[config.mk]
export PLATFORM = sky130hd
export DESIGN_NAME = hamming_best_two_ratio_matcher
export DESIGN_NICKNAME = d
export VERILOG_FILES = /design/src/hbm_pkg.sv /design/src/hbm_lane.sv /design/src/hbm_merge.sv /design/src/hamming_best_two_ratio_matcher.sv
export SDC_FILE = /design/constraint.sdc
export NUM_CORES = 1
export LEC_CHECK = 0
export ABC_AREA = 0
export BUFFER_PORTS_ARGS = -buffer_cell sky130_fd_sc_hd__buf_4
export CORE_ASPECT_RATIO = 0.6
export CORE_MARGIN = 2
export CORE_UTILIZATION = 45
export DETAILED_ROUTE_END_ITERATION = 10
export SYNTH_ARGS = -nofsm -noshare
export SYNTH_HDL_FRONTEND = slang
export SYNTH_HIERARCHICAL = 1
export SYNTH_SLANG_ARGS = --single-unit
[constraint.sdc]
create_clock -name clk -period 20 [get_ports clk]
set_input_delay 1 -clock clk [delete_from_list [all_inputs] [get_ports clk]]
set_output_delay 1 -clock clk [all_outputs]
set_load 0.02 [all_outputs]
[src/hbm_pkg.sv]
// Shared types, constants and the 64-bit population count for the Hamming matcher.
// Used by hbm_lane, hbm_merge and hamming_best_two_ratio_matcher; depends on nothing.
package hbm_pkg;

    localparam int WORD_W        = 64;
    localparam int LANES         = 4;
    localparam int CNT_W         = 7;
    localparam int DIST_W        = 9;
    localparam int RATIO_W       = 9;
    localparam int INDEX_FIELD_W = 12;
    localparam int INDEX_BITS_DEFAULT = 12;
    localparam int CFG_IDX_W     = 8;

    localparam int IN_TDATA_W  = 280;
    localparam int OUT_TDATA_W = 32;

    localparam logic [DIST_W-1:0]  NONE_DIST     = 9'd257;
    localparam logic [DIST_W-1:0]  THRESHOLD_RST = 9'd50;
    localparam logic [RATIO_W-1:0] RATIO_RST     = 9'd154;

    localparam logic [CFG_IDX_W-1:0] REG_MATCH_THRESHOLD = 8'd0;
    localparam logic [CFG_IDX_W-1:0] REG_RATIO_Q8        = 8'd1;

    localparam logic MODE_QUERY = 1'b0;
    localparam logic MODE_CAND  = 1'b1;

    localparam logic [WORD_W-1:0] PC_M1 = 64'h5555_5555_5555_5555;
    localparam logic [WORD_W-1:0] PC_M2 = 64'h3333_3333_3333_3333;
    localparam logic [WORD_W-1:0] PC_M4 = 64'h0F0F_0F0F_0F0F_0F0F;

    typedef struct packed {
        logic              mode;
        logic              last;
        logic [DIST_W-1:0] prior;
    } ctl_t;

    typedef struct packed {
        logic [DIST_W-1:0] best;
        logic [DIST_W-1:0] second;
    } res_t;

    // Bit-sliced population count; the low byte of the final fold holds the total.
    function automatic logic [CNT_W-1:0] popcount64(input logic [WORD_W-1:0] v);
        logic [WORD_W-1:0] a;
        logic [WORD_W-1:0] b;
        logic [WORD_W-1:0] c;
        logic [WORD_W-1:0] d;
        a = v - ((v >> 1) & PC_M1);
        b = (a & PC_M2) + ((a >> 2) & PC_M2);
        c = (b + (b >> 4)) & PC_M4;
        d = c + (c >> 8);
        d = d + (d >> 16);
        d = d + (d >> 32);
        return d[CNT_W-1:0];
    endfunction

endpackage

[src/hbm_lane.sv]
// One distance lane: XOR of a 64-bit query word with a candidate word and a registered popcount.
// Depends on hbm_pkg.
module hbm_lane (
    input  logic                        clk,
    input  logic                        en,
    input  logic [hbm_pkg::WORD_W-1:0]  query_word,
    input  logic [hbm_pkg::WORD_W-1:0]  cand_word,
    output logic [hbm_pkg::CNT_W-1:0]   count
);
    import hbm_pkg::*;

    logic [CNT_W-1:0] count_reg;

    always_ff @(posedge clk)
    begin
        if (en)
        begin
            count_reg <= popcount64(query_word ^ cand_word);
        end
    end

    assign count = count_reg;

endmodule

[src/hbm_merge.sv]
// Merging stage: sums the lane counts, keeps the best and second-best trackers and holds
// one finished result. Depends on hbm_pkg.
module hbm_merge #(
    parameter int INDEX_BITS = hbm_pkg::INDEX_BITS_DEFAULT
) (
    input  logic                       clk,
    input  logic                       rst_n,
    input  logic                       in_valid,
    output logic                       in_ready,
    input  hbm_pkg::ctl_t              in_ctl,
    input  logic [INDEX_BITS-1:0]      in_idx,
    input  logic [hbm_pkg::CNT_W-1:0]  lane_count [hbm_pkg::LANES],
    output logic                       out_valid,
    input  logic                       out_ready,
    output hbm_pkg::res_t              out_res,
    output logic [INDEX_BITS-1:0]      out_idx
);
    import hbm_pkg::*;

    logic                  s2_valid_reg;
    logic                  s2_valid_next;
    ctl_t                  s2_ctl_reg;
    logic [INDEX_BITS-1:0] s2_idx_reg;
    logic [DIST_W-1:0]     s2_dist_reg;
    logic [DIST_W-1:0]     dist_sum;

    logic [DIST_W-1:0]     best_reg;
    logic [DIST_W-1:0]     best_next;
    logic [DIST_W-1:0]     second_reg;
    logic [DIST_W-1:0]     second_next;
    logic [INDEX_BITS-1:0] bidx_reg;
    logic [INDEX_BITS-1:0] bidx_next;

    logic [DIST_W-1:0]     upd_best;
    logic [DIST_W-1:0]     upd_second;
    logic [INDEX_BITS-1:0] upd_idx;

    logic                  r_valid_reg;
    logic                  r_valid_next;
    res_t                  r_res_reg;
    logic [INDEX_BITS-1:0] r_idx_reg;

    logic s2_emits;
    logic s2_go;
    logic r_free;
    logic in_take;

    assign r_free   = !r_valid_reg || out_ready;
    assign s2_emits = (s2_ctl_reg.mode == MODE_CAND) && s2_ctl_reg.last;
    assign s2_go    = s2_valid_reg && (!s2_emits || r_free);
    assign in_ready = !s2_valid_reg || s2_go;
    assign in_take  = in_valid && in_ready;

    always_comb
    begin
        dist_sum = '0;
        for (int l = 0; l < LANES; l++)
        begin
            dist_sum = dist_sum + DIST_W'(lane_count[l]);
        end
    end

    always_comb
    begin
        upd_best   = best_reg;
        upd_second = second_reg;
        upd_idx    = bidx_reg;
        if (s2_ctl_reg.prior > s2_dist_reg)
        begin
            if (s2_dist_reg < best_reg)
            begin
                upd_second = best_reg;
                upd_best   = s2_dist_reg;
                upd_idx    = s2_idx_reg;
            end
            else if (s2_dist_reg < second_reg)
            begin
                upd_second = s2_dist_reg;
            end
        end
    end

    always_comb
    begin
        s2_valid_next = s2_valid_reg;
        if (in_take)
        begin
            s2_valid_next = 1'b1;
        end
        else if (s2_go)
        begin
            s2_valid_next = 1'b0;
        end

        best_next   = best_reg;
        second_next = second_reg;
        bidx_next   = bidx_reg;
        if (s2_go)
        begin
            if ((s2_ctl_reg.mode == MODE_QUERY) || s2_ctl_reg.last)
            begin
                best_next   = NONE_DIST;
                second_next = NONE_DIST;
                bidx_next   = '0;
            end
            else
            begin
                best_next   = upd_best;
                second_next = upd_second;
                bidx_next   = upd_idx;
            end
        end

        r_valid_next = r_valid_reg;
        if (s2_go && s2_emits)
        begin
            r_valid_next = 1'b1;
        end
        else if (out_ready)
        begin
            r_valid_next = 1'b0;
        end
    end

    always_ff @(posedge clk or negedge rst_n)
    begin
        if (!rst_n)
        begin
            s2_valid_reg <= 1'b0;
            best_reg     <= NONE_DIST;
            second_reg   <= NONE_DIST;
            bidx_reg     <= '0;
            r_valid_reg  <= 1'b0;
        end
        else
        begin
            s2_valid_reg <= s2_valid_next;
            best_reg     <= best_next;
            second_reg   <= second_next;
            bidx_reg     <= bidx_next;
            r_valid_reg  <= r_valid_next;
        end
    end

    always_ff @(posedge clk)
    begin
        if (in_take)
        begin
            s2_ctl_reg  <= in_ctl;
            s2_idx_reg  <= in_idx;
            s2_dist_reg <= dist_sum;
        end
        if (s2_go && s2_emits)
        begin
            r_res_reg.best   <= upd_best;
            r_res_reg.second <= upd_second;
            r_idx_reg        <= upd_idx;
        end
    end

    assign out_valid = r_valid_reg;
    assign out_res   = r_res_reg;
    assign out_idx   = r_idx_reg;

endmodule

[src/hamming_best_two_ratio_matcher.sv]
// Top level of the Hamming best-two ratio matcher: input stage, four popcount lanes,
// the merging stage and the ratio-test output register. Depends on hbm_pkg, hbm_lane, hbm_merge.
//
// A query transaction (tuser mode 0) loads the 256-bit query descriptor and clears the
// best and second-best trackers. Candidate transactions (mode 1) carry a descriptor, an
// index and a prior distance; tlast marks the final candidate of a search, and only that
// transaction yields one result transaction on the output channel.
// Configuration writes on the cfg channel are always taken: index 0 is the match
// threshold, index 1 the ratio limit in units of 1/256; other indexes are ignored.
// Throughput is one input transaction per clock while the receiver does not stall. After the
// last candidate is accepted, the popcount lanes register its counts, the tracker stage its
// distance sum, the result register the tracker update, and the ratio test the output register.
// When the receiver stalls, the output and result registers each hold a finished result
// and the tracker stage holds the next final candidate; other candidates keep flowing
// until then, and s_axis_tready drops once one more transaction waits in the input stage.
// Reset clears the query to zero, the trackers to no match, and the registers to a
// threshold of 50 and a ratio of 154.
module hamming_best_two_ratio_matcher #(
    parameter int INDEX_BITS = hbm_pkg::INDEX_BITS_DEFAULT
) (
    input  logic                               clk,
    input  logic                               rst_n,
    input  logic                               s_axis_tvalid,
    output logic                               s_axis_tready,
    // desc_word0, desc_word1, desc_word2, desc_word3, cand_index, prior_dist, zero fill
    input  logic [hbm_pkg::IN_TDATA_W-1:0]     s_axis_tdata,
    // mode
    input  logic [0:0]                         s_axis_tuser,
    input  logic                               s_axis_tlast,
    output logic                               m_axis_tvalid,
    input  logic                               m_axis_tready,
    // best_index, best_dist, second_dist, zero fill
    output logic [hbm_pkg::OUT_TDATA_W-1:0]    m_axis_tdata,
    // matched
    output logic [0:0]                         m_axis_tuser,
    input  logic                               cfg_valid,
    output logic                               cfg_ready,
    input  logic [hbm_pkg::CFG_IDX_W-1:0]      cfg_index,
    input  logic [hbm_pkg::DIST_W-1:0]         cfg_data
);
    import hbm_pkg::*;

    localparam int DESC_W    = WORD_W * LANES;
    localparam int IDX_LSB   = DESC_W;
    localparam int PRIOR_LSB = DESC_W + INDEX_FIELD_W;
    localparam int PROD_W    = DIST_W + RATIO_W;

    logic [DIST_W-1:0]  thr_reg;
    logic [RATIO_W-1:0] ratio_reg;

    logic [WORD_W-1:0]  query_reg [LANES];
    logic [WORD_W-1:0]  cand_words [LANES];
    logic [CNT_W-1:0]   lane_count [LANES];

    logic                  s1_valid_reg;
    logic                  s1_valid_next;
    ctl_t                  s1_ctl_reg;
    logic [INDEX_BITS-1:0] s1_idx_reg;
    ctl_t                  in_ctl;
    logic [INDEX_BITS-1:0] in_idx;
    logic                  s_accept;
    logic                  s2_ready;
    logic                  s1_free;

    logic                  r_valid;
    res_t                  r_res;
    logic [INDEX_BITS-1:0] r_idx;
    logic                  o_free;
    logic                  r_take;

    logic                  o_valid_reg;
    logic                  o_valid_next;
    logic                  o_matched_reg;
    res_t                  o_res_reg;
    logic [INDEX_BITS-1:0] o_idx_reg;
    logic                  matched_calc;
    logic [PROD_W-1:0]     lhs_prod;
    logic [PROD_W-1:0]     rhs_prod;

    assign cfg_ready = 1'b1;

    always_ff @(posedge clk or negedge rst_n)
    begin
        if (!rst_n)
        begin
            thr_reg   <= THRESHOLD_RST;
            ratio_reg <= RATIO_RST;
        end
        else if (cfg_valid)
        begin
            case (cfg_index)
                REG_MATCH_THRESHOLD: thr_reg   <= cfg_data;
                REG_RATIO_Q8:        ratio_reg <= cfg_data;
                default:             ;
            endcase
        end
    end

    assign in_ctl.mode  = s_axis_tuser[0];
    assign in_ctl.last  = s_axis_tlast;
    assign in_ctl.prior = s_axis_tdata[PRIOR_LSB +: DIST_W];
    assign in_idx       = INDEX_BITS'(s_axis_tdata[IDX_LSB +: INDEX_FIELD_W]);

    assign s1_free       = !s1_valid_reg || s2_ready;
    assign s_axis_tready = s1_free;
    assign s_accept      = s_axis_tvalid && s1_free;

    always_comb
    begin
        s1_valid_next = s1_valid_reg;
        if (s_accept)
        begin
            s1_valid_next = 1'b1;
        end
        else if (s2_ready)
        begin
            s1_valid_next = 1'b0;
        end
    end

    always_ff @(posedge clk or negedge rst_n)
    begin
        if (!rst_n)
        begin
            s1_valid_reg <= 1'b0;
            for (int l = 0; l < LANES; l++)
            begin
                query_reg[l] <= '0;
            end
        end
        else
        begin
            s1_valid_reg <= s1_valid_next;
            if (s_accept && (in_ctl.mode == MODE_QUERY))
            begin
                for (int l = 0; l < LANES; l++)
                begin
                    query_reg[l] <= s_axis_tdata[l*WORD_W +: WORD_W];
                end
            end
        end
    end

    always_ff @(posedge clk)
    begin
        if (s_accept)
        begin
            s1_ctl_reg <= in_ctl;
            s1_idx_reg <= in_idx;
        end
    end

    genvar gl;
    generate
        for (gl = 0; gl < LANES; gl++)
        begin : g_lane
            assign cand_words[gl] = s_axis_tdata[gl*WORD_W +: WORD_W];

            hbm_lane u_lane (
                .clk        (clk),
                .en         (s_accept),
                .query_word (query_reg[gl]),
                .cand_word  (cand_words[gl]),
                .count      (lane_count[gl])
            );
        end
    endgenerate

    hbm_merge #(
        .INDEX_BITS (INDEX_BITS)
    ) u_merge (
        .clk        (clk),
        .rst_n      (rst_n),
        .in_valid   (s1_valid_reg),
        .in_ready   (s2_ready),
        .in_ctl     (s1_ctl_reg),
        .in_idx     (s1_idx_reg),
        .lane_count (lane_count),
        .out_valid  (r_valid),
        .out_ready  (o_free),
        .out_res    (r_res),
        .out_idx    (r_idx)
    );

    assign o_free = !o_valid_reg || m_axis_tready;
    assign r_take = r_valid && o_free;

    assign lhs_prod = {1'b0, r_res.best, 8'b0};
    assign rhs_prod = PROD_W'(r_res.second) * PROD_W'(ratio_reg);

    always_comb
    begin
        matched_calc = (r_res.best != NONE_DIST) && (r_res.best <= thr_reg);
        if (r_res.second != NONE_DIST)
        begin
            matched_calc = matched_calc && (lhs_prod < rhs_prod);
        end
    end

    always_comb
    begin
        o_valid_next = o_valid_reg;
        if (r_take)
        begin
            o_valid_next = 1'b1;
        end
        else if (m_axis_tready)
        begin
            o_valid_next = 1'b0;
        end
    end

    always_ff @(posedge clk or negedge rst_n)
    begin
        if (!rst_n)
        begin
            o_valid_reg <= 1'b0;
        end
        else
        begin
            o_valid_reg <= o_valid_next;
        end
    end

    always_ff @(posedge clk)
    begin
        if (r_take)
        begin
            o_matched_reg <= matched_calc;
            o_res_reg     <= r_res;
            o_idx_reg     <= r_idx;
        end
    end

    assign m_axis_tvalid   = o_valid_reg;
    assign m_axis_tuser[0] = o_matched_reg;
    assign m_axis_tdata    = OUT_TDATA_W'({o_res_reg.second, o_res_reg.best,
                                           INDEX_FIELD_W'(o_idx_reg)});

    a_ready_only_when_full: assert property (@(posedge clk) disable iff (!rst_n)
        !s_axis_tready |-> (s1_valid_reg && r_valid && o_valid_reg))
        else $error("input stalled while the pipeline had room");

    a_match_within_threshold: assert property (@(posedge clk) disable iff (!rst_n)
        (o_valid_reg && o_matched_reg) |-> (o_res_reg.best <= thr_reg))
        else $error("match reported above the threshold");

    a_match_has_best: assert property (@(posedge clk) disable iff (!rst_n)
        (o_valid_reg && o_matched_reg) |-> (o_res_reg.best != NONE_DIST))
        else $error("match reported without a best candidate");

    a_best_not_above_second: assert property (@(posedge clk) disable iff (!rst_n)
        o_valid_reg |-> (o_res_reg.best <= o_res_reg.second))
        else $error("best distance exceeds second-best distance");

endmodule

==> impl_metrics.csv <==
group,metric,value,unit
sta,rsz0062_at_grt,"false",
floorplan,ios,340,
yosys,synth_ff_type,"dfrtp_1",
yosys,synth-seq-cells,452,
cells_and_area,nNetsFinal,6309,
setup_path,worst_path_most_repeated_cell,"fa_1",
drt,routed_wl,116000,µm
yosys,yosys.area.top_type,"ha_1",
yosys,syn_area,47500,µm²
setup_path,worstSetupEndpointType,"flop",
yosys,postSynthAreaPerCell,9.91,µm²
yosys,yosys_warnings,6,
sta,hold_viol,0,
cts,clk_latency,0.65,ns
sta,setup_viol,0,
sta,slew_headroom,16.1,%
place,port_buffers,333,
cts,cts_resized,0,
floorplan,start_util,45.3,%
sta,post-route-min-period,7.97,ns
floorplan,core_area,105000,µm²
floorplan,die_height,256,µm
place,place_hpwl,95200,µm
drt,antenna_left,0,
floorplan,dieArea,108000,µm²
setup_path,worst_path_max_delay_cell,"a2111oi_0",
place,place.gp.congestion,0.930,
cts,clkTransAtPathRegs,0.07,ns
sta,slew_viol_final,0,
cells_and_area,area_growth,11.9,%
yosys,synth_top_cell_area_share,18.2,%
cts,cts-htree-levels,2,
floorplan,num_rows,92,
cts,numCtsBuffers,48,
sta,worst_pin_slew,1.23,ns
yosys,synthTopCellsByArea,"ha_1 (18%), dfrtp_1 (16%), edfxtp_1 (9.1%)",
yosys,seq_area_frac_synth,25.4,%
cts,clk_path_buf_depth,3,
global_routing,track_usage,21.2,%
global_routing,grt_start_max_net_pins,136,
yosys,synth.distinct_cells,110,
cells_and_area,fill_cells,9761,
cells_and_area,drive_above_1_share,15.1,%
yosys,async_flop_share,68.1,%
cts,clockRootBuffer,"clkbuf_16",
global_routing,grt_pass1_wl,186000,µm
setup_path,startpoint_type,"input port",
cts,post_cts_buffers,0,
sta,finalSetupTns,0,ns
run,drv_cap,0,
setup_path,critPathArrivalTime,8.36,ns
yosys,synth_common_cells,"ha_1 (691), inv_1 (541), xnor2_1 (300)",
sta,max_freq,126,MHz
drt,wl_per_cell,17.7,µm
drt,firstDrtPassIters,6,
drt,route.vias.total,35200,
global_routing,grt_pass1_vias,34300,
setup_path,required,20.39,ns
cts,cts.sinks,452,
cts,hold_buffers,0,
yosys,yosysMostFrequentCell,"ha_1",
yosys,synth_edf_count,144,
setup_path,path_class,"input port to flop",
outcome,status,"completed",
hold_path,min-delay-path-class,"input port to asynchronous set/reset pin",
cells_and_area,largest_register_ffs,256,
setup_path,cp_slowest_stage_delay,1.06,ns
drt,viasPerCell,5.35,
setup_path,cp_max_fo,8,
yosys,synth_cells,4793,
floorplan,die_x,423,µm
global_routing,grt.overflow.total,0,
sta,post-route-period-util,39.8,%
global_routing,antenna_found_initial,6,
cts,cts_tree,"done",
drt,drt-initial-drc-count,2452,
drt,drc,0,
sta,skew,0.0207,ns
routing by layer:
metal,share of wire (%),global-route usage [%],vias to the layer above
met4,1.6,3.98,2
li1,-,-,17500
met1,52,33.5,16800
met5,0.010,0,-
met3,5.9,3.44,90
met2,40,30.2,846
critical path: cells and delay by family:
| kind | cells | cell delay (ns) |
|---|---|---|
| AND/OR/NAND/NOR | 2 | 0.26 |
| adder cells (fa/ha/maj) | 7 | 2.90 |
| buffers and inverters | 3 | 0.24 |
| XOR/XNOR | 3 | 0.82 |
| AO/OA/AOI/OAI | 10 | 3.13 |
area by class of cell:
cell class	instances	area, µm²	area share (%)
Inverter	560	2100	3.95
Clock buffer	59	1360	2.55
Sequential cell	452	12000	22.7
Tap cell	1410	1760	3.32
Antenna cell	6	15.0	0.0282
Multi-Input combinational cell	3719	32900	61.9
Timing Repair Buffer	350	2650	4.98
Clock inverter	27	337	0.633
final timing paths:
path	from	end	slack, ns	depth (start not counted)
worst max-delay path	s_axis_tdata[211]	g_lane[3].u_lane/count[6]$_DFFE_PP_	12.03	25
min in group clk	u_merge/out_idx[8]$_DFFE_PP_	o_idx_reg[8]$_DFFE_PP_	0.42	0
max in group asynchronous	rst_n	query_reg[32]$_DFFE_PN0P_	17.85	3
worst min register to register	u_merge/out_idx[8]$_DFFE_PP_	o_idx_reg[8]$_DFFE_PP_	0.42	0
worst max register to register	query_reg[19]$_DFFE_PN0P_	g_lane[3].u_lane/count[6]$_DFFE_PP_	12.13	24
worst min-delay path	rst_n	ratio_reg[6]$_DFFE_PN0P_	0.31	1
per-stage QoR:
step / hold WS [ns] / util, % / area (µm²) / setup slack (ns) / std cells
floorplan: 0.400 / - / 47500 / 12.84 / 4794
global placement: 0.401 / 49.1 / 51400 / 11.60 / 6491
detailed placement: 0.405 / 49.1 / 51400 / 11.60 / 6491
CTS: 0.357 / 50.7 / 53100 / 12.29 / 6577
global route: 0.349 / 50.7 / 53100 / 11.83 / 6582
finish: 0.313 / 50.7 / 53200 / 12.03 / 6583
cell usage in the layout (no fill, tap or decap), types with 12 or more instances in the layout:
cell type / synthesis / routed
a211o_1: 41 / 41
a211oi_1: 57 / 57
a21boi_0: 18 / 18
a21o_1: 178 / 178
a21oi_1: 231 / 231
a22o_1: 27 / 27
a31oi_1: 38 / 38
and2_1: 68 / 66
and3_1: 30 / 30
buf_4: 4 / 348
clkbuf_16: 0 / 50
dfrtp_1: 297 / 297
edfxtp_1: 144 / 144
fa_1: 183 / 183
ha_1: 691 / 691
inv_1: 541 / 541
inv_2: 17 / 17
mux2_1: 39 / 39
mux2_2: 239 / 239
nand2_1: 282 / 282
nand2b_1: 48 / 48
nand3_1: 73 / 73
nand4_1: 42 / 42
nor2_1: 143 / 142
nor2b_1: 38 / 37
nor3_1: 56 / 55
nor4_1: 19 / 19
o211ai_1: 43 / 43
o21a_1: 23 / 23
o21ai_0: 155 / 155
o21ai_1: 36 / 36
o21bai_1: 34 / 34
o22a_1: 12 / 12
o22ai_1: 14 / 14
o31ai_1: 36 / 36
or3_1: 25 / 25
xnor2_1: 300 / 300
xor2_1: 286 / 286
kinds of logic (layout without fill, tap and decap cells):
group / Yosys count / after routing / synth area share, %
AOI/OAI and AO/OA: 1079 / 1079 / 15.9
buffers and inverters: 623 / 996 / 5.43
other: 2 / 9 / 0.0158
DFF: 452 / 452 / 25.4
and+or+nand+nor: 874 / 874 / 9.21
adders and majority gates: 874 / 874 / 25.9
muxes: 288 / 288 / 6.80
xor gates and xnor gates: 601 / 601 / 11.3
Power is not shown: default switching activity piles up to over one toggle a cycle in this logic, so the estimate is an artifact.
